`config.mk`:
```
export PLATFORM = sky130hd
export DESIGN_NAME = nth_code
export DESIGN_NICKNAME = d
export VERILOG_FILES = /design/src/design/neighbourhood_texture_histogram_core_macros.svh /design/src/design/nth_pkg.sv /design/src/design/nth_code.sv
export SDC_FILE = /design/constraint.sdc
export NUM_CORES = 1
export LEC_CHECK = 0
export ABC_AREA = 1
export BUFFER_PORTS_ARGS = -buffer_cell sky130_fd_sc_hd__buf_2
export CORE_MARGIN = 3
export CORE_UTILIZATION = 50
export CTS_CLUSTER_DIAMETER = 120
export DETAILED_ROUTE_END_ITERATION = 16
export PLACE_DENSITY = 0.77
export SYNTH_ARGS = -nofsm -noshare
export SYNTH_HDL_FRONTEND = slang
export SYNTH_SLANG_ARGS = --single-unit
export TNS_END_PERCENT = 30
```
`constraint.sdc`:
```
create_clock -name clock -period 6.08 [get_ports clock]
set_clock_uncertainty 0.2 [all_clocks]
set_input_delay 0.304 -clock clock [delete_from_list [all_inputs] [get_ports clock]]
set_output_delay 0.304 -clock clock [all_outputs]
set_load 0.03 [all_outputs]
```
`src/design/neighbourhood_texture_histogram_core_macros.svh`:
```
// Assertion helpers used by the histogram core.
`ifndef NEIGHBOURHOOD_TEXTURE_HISTOGRAM_CORE_MACROS_SVH
`define NEIGHBOURHOOD_TEXTURE_HISTOGRAM_CORE_MACROS_SVH

// Same-cycle implication.
`define NTH_ASSERT_IMPLY(label, clk, rst, ante, cons, msg) \
   label: assert property (@(posedge clk) disable iff (rst) (ante) |-> (cons)) else $error(msg);

// Next-cycle implication.
`define NTH_ASSERT_NEXT(label, clk, rst, ante, cons, msg) \
   label: assert property (@(posedge clk) disable iff (rst) (ante) |=> (cons)) else $error(msg);

`endif

```
`src/design/nth_pkg.sv`:
```
package nth_pkg;

   localparam int CFG_BITS   = 11;
   localparam int OUT_BITS   = 20;
   localparam int LUMA_BITS  = 8;
   localparam int CODE_BITS  = 8;
   localparam int NUM_BINS   = 256;
   localparam int SUM5_BITS  = 11;
   localparam int REF3_BITS  = 12;
   localparam int TRI_BITS   = 10;
   localparam int DIV5_BITS  = 13;
   localparam int PROD_BITS  = REF3_BITS + DIV5_BITS;
   localparam int DIV5_SHIFT = 15;
   // floor(x / 5) == (x * 6554) >> 15 for x below 16384
   localparam logic [DIV5_BITS-1:0] DIV5_MUL = 13'd6554;

   typedef enum logic [1:0] {
      ACT_PIXEL = 2'd0,
      ACT_READ  = 2'd1,
      ACT_CLEAR = 2'd2
   } action_type;

   typedef enum logic [0:0] {
      REG_IMAGE_WIDTH  = 1'b0,
      REG_IMAGE_HEIGHT = 1'b1
   } reg_index_type;

   // [row][column], row 0 is two lines above the newest pixel, column 2 the newest pixel
   typedef logic [2:0][2:0][LUMA_BITS-1:0] window_type;

endpackage

```
`src/design/nth_code.sv`:
```
module nth_code import nth_pkg::*; (
   input  logic                 clock,
   input  window_type           window,
   output logic [CODE_BITS-1:0] code
);

   logic [LUMA_BITS-1:0] ul, u, ur, l, ce, r, dl, d, dr;
   logic [SUM5_BITS-1:0] sum5;
   logic [7:0][TRI_BITS-1:0] tri_in;
   logic [7:0][TRI_BITS-1:0] tri_ff;
   logic [REF3_BITS-1:0] ref3_in;
   logic [REF3_BITS-1:0] ref3_ff;
   logic [PROD_BITS-1:0] prod;
   logic [TRI_BITS-1:0]  ref_val;
   logic [CODE_BITS-1:0] code_in;
   logic [CODE_BITS-1:0] code_ff;

   assign ul = window[0][0];
   assign u  = window[0][1];
   assign ur = window[0][2];
   assign l  = window[1][0];
   assign ce = window[1][1];
   assign r  = window[1][2];
   assign dl = window[2][0];
   assign d  = window[2][1];
   assign dr = window[2][2];

   // stage 1: five-pixel sum times 3, eight three-pixel sums
   always_comb begin
      sum5 = SUM5_BITS'(l) + SUM5_BITS'(ce) + SUM5_BITS'(r) + SUM5_BITS'(u) + SUM5_BITS'(d);
      ref3_in = REF3_BITS'(sum5) + REF3_BITS'({sum5, 1'b0});
      tri_in[7] = TRI_BITS'(l)  + TRI_BITS'(ul) + TRI_BITS'(u);
      tri_in[6] = TRI_BITS'(ul) + TRI_BITS'(u)  + TRI_BITS'(ur);
      tri_in[5] = TRI_BITS'(r)  + TRI_BITS'(ur) + TRI_BITS'(u);
      tri_in[4] = TRI_BITS'(ul) + TRI_BITS'(l)  + TRI_BITS'(dl);
      tri_in[3] = TRI_BITS'(ur) + TRI_BITS'(r)  + TRI_BITS'(dr);
      tri_in[2] = TRI_BITS'(l)  + TRI_BITS'(dl) + TRI_BITS'(d);
      tri_in[1] = TRI_BITS'(dl) + TRI_BITS'(d)  + TRI_BITS'(dr);
      tri_in[0] = TRI_BITS'(r)  + TRI_BITS'(dr) + TRI_BITS'(d);
   end

   // stage 2: divide by 5 through the reciprocal, then compare
   always_comb begin
      prod = PROD_BITS'(ref3_ff) * PROD_BITS'(DIV5_MUL);
      ref_val = TRI_BITS'(prod >> DIV5_SHIFT);
      for (int i = 0; i < CODE_BITS; i++) begin
         code_in[i] = (tri_ff[i] < ref_val);
      end
   end

   always_ff @(posedge clock) begin
      ref3_ff <= ref3_in;
      tri_ff  <= tri_in;
      code_ff <= code_in;
   end

   assign code = code_ff;

endmodule

```
==> metrics <==
worst path cell trace ha_1 -> inv_1 -> fa_1 -> inv_1 -> fa_1 -> fa_1 -> inv_1 -> fa_1 -> inv_1 -> ha_1 -> nand2_1 -> inv_1 -> nand2_1 -> nand2_1 -> a21oi_1 -> nand2_1 -> a31oi_1 -> xor2_2 -> ha_1 -> nand2_1 -> inv_1 -> nand4_1 -> nor2_1 -> nor2_1; Horiz. Die Dim 157 um; Cell Area, Placed 12100 um^2; Stages on worst setup path 24; CTS tree done; max-cap violations 0; number of hold buffers added after CTS 0; Rows 54; core area 22000 um^2; CTS sink count 100; worst stage delay on the critical path 550 ps; final instance count without filler cells 1678; worst rel slew slack 57.2%; Syn Nets 1716; WL/cell 16.3 um; Synth Register Bits 100; clock transition at the registers of the reported paths 80 ps; chip height 157 um; GP Congestion 0.903; Clock Path Buffers 2; layer with the highest usage met2; EDFF count, synth 0; largest net degree at the start of global routing 19; HP Start window[64]; hold_ws 11.1 ps; Slew Viols, Final 0; final instance area 12400 um^2; global route overflow 0; Mean Syn Cell Area 8.72 um^2; H-Tree Depth 3; Max Clock Freq 175 MHz; register area 2000 um^2; Vias per Instance 5.38; crit path kind reg2reg; DRT iter0 DRCs 365; vias in the first global route 9641; Initial Util 51.5%; count of final setup violators 0; post-synthesis sequential area ratio 17.7%; Ports 81; gr usage total 23.2%; Main synth FF type dfxtp_1; Via Count 9035; # Post-CTS Setup Buffers 0; worst endpoint data arrival time 5810 ps; Final Hold Vio Count 0; # nets final 1809; share of cells above drive strength 1 8.44%; met1 Usage GRT 26.5%; placed cell count 1662; met2 GRT Util 42.9%; crit-path most repeated cell inv_1; hpwl dp 23800 um; footprint of the multi-input gates 8450 um^2; worst hold stages 2; Post-route DRC 0; M3 GR Usage 2.24%; Fin Setup TNS 0 ps; Root Driver clkbuf_16; library cells used by synthesis 26; worst skew pair latency 360 ps; CP startpoint ref3_ff[2]; Synth async-reset ratio 0%; Port Buf Inserts 80; P&R area growth vs syn 9.71%; endpoint type of the worst setup path flop; Num CTS Buffers 9; first-pass GRT wire length 44700 um; family with the most delay on the worst path adder cells; number of diodes 0; post-route ant nets 0; crit-path max FO 8; Worst setup SP type flop; Worst Path Buf+Inv 6; post-cts resize count 0; RSZ-0062 raised after global routing false; min Tclk post-route 5720 ps; Register-to-Register Path Depth 24; Least-Margin Pin Slew 635 ps; WP data required 6170 ps; initial antenna violation count 0; worst r2r src ref3_ff[2]; Tightest Hold Check Type in2reg; Worst path slowest cell fa_1; fillers 1913; status finished clean; synth warn 0; die area 24500 um^2; gate count of the mapped netlist 1300; TritonRoute pass-1 iters 6; Post-Route WL 27300 um; period utilization 94.1%; mapped cell area 11300 um^2
[final timing paths]
kind | end | slack (ps)
worst max-delay path | code[7] | 360
worst min-delay path | tri_ff[30] | 10
worst max register to register | code[7] | 360
worst min register to register | code[6] | 510
[per-stage QoR]
stage | util, % | worst slack (ps)
3_5_place_dp | 54.9 | 276
4_1_cts | 56.3 | 160
2_1_floorplan | - | 880
5_1_grt | 56.5 | 29.8
3_3_place_gp | 54.9 | 373
6_report | 56.5 | 361
[cells in the final DEF (no fill, tap or decap)]
master	instances
inv_1	242
ha_1	240
nand3_2	1
xnor2_2	2
inv_6	2
dfxtp_1	100
bufinv_16	1
clkinv_4	1
a21oi_1	92
nand2_2	8
nand2_1	174
nand3b_1	17
xnor2_1	21
nand3b_2	1
nor3_1	1
a21o_1	21
clkinv_8	1
o21ai_0	31
clkbuf_16	9
xor2_2	3
and2_2	1
nand2_4	2
fa_1	103
nand4_1	18
a21boi_0	4
nor2_2	1
clkinvlp_4	1
buf_4	3
o21bai_1	20
buf_2	80
xor2_1	64
nand3_1	61
clkinv_2	1
nor2_1	62
a211oi_1	1
a31oi_1	8
[state kept, by name, summed over array words and instances (netlist names)]
name and cells:
ref3_ff 12, code 8, tri_ff 80
[routing by layer]
layer / part of all wire (%) / vias up / wire length (um)
met4: 5.0 / 0 / 1350
met2: 51 / 230 / 13900
met1: 40 / 4305 / 10900
met5: 0 / - / 0
met3: 4.1 / 75 / 1120
li1: - / 4425 / -
[cell families (layout without fill, tap and decap cells)]
logic type	after synthesis	in the layout	share of synthesized area [%]
xor+xnor	90	90	6.95
compound gates	177	177	8.92
buf+inv	243	341	8.19
simple gates	347	347	13.6
fa+ha+maj	343	343	44.7
flops	100	100	17.7
[synth_stat cells, types with 2 or more instances]
cell,count,area [um^2]
a21o_1,21,158
a31oi_1,8,50.1
fa_1,103,2060
o21ai_0,31,155
nand4_1,18,113
xnor2_1,23,201
nand2_2,8,50.1
dfxtp_1,100,2000
nand2_1,174,653
nor2_1,62,233
nand2_4,2,22.5
o21bai_1,20,150
a21boi_0,4,30.0
nand3b_1,17,128
inv_1,242,908
xor2_1,67,587
a21oi_1,92,460
nand3_1,61,305
ha_1,240,3000
[cell type report]
class,count,area share [%]
Sequential cell,100,16.1
Inverter,242,7.30
Clock buffer,9,1.81
Timing Repair Buffer,83,3.40
Multi-Input combinational cell,957,67.9
Clock inverter,7,0.684
Tap cell,280,2.82
Power is not shown: default switching activity piles up to over one toggle a cycle in this logic, so the estimate is an artifact.
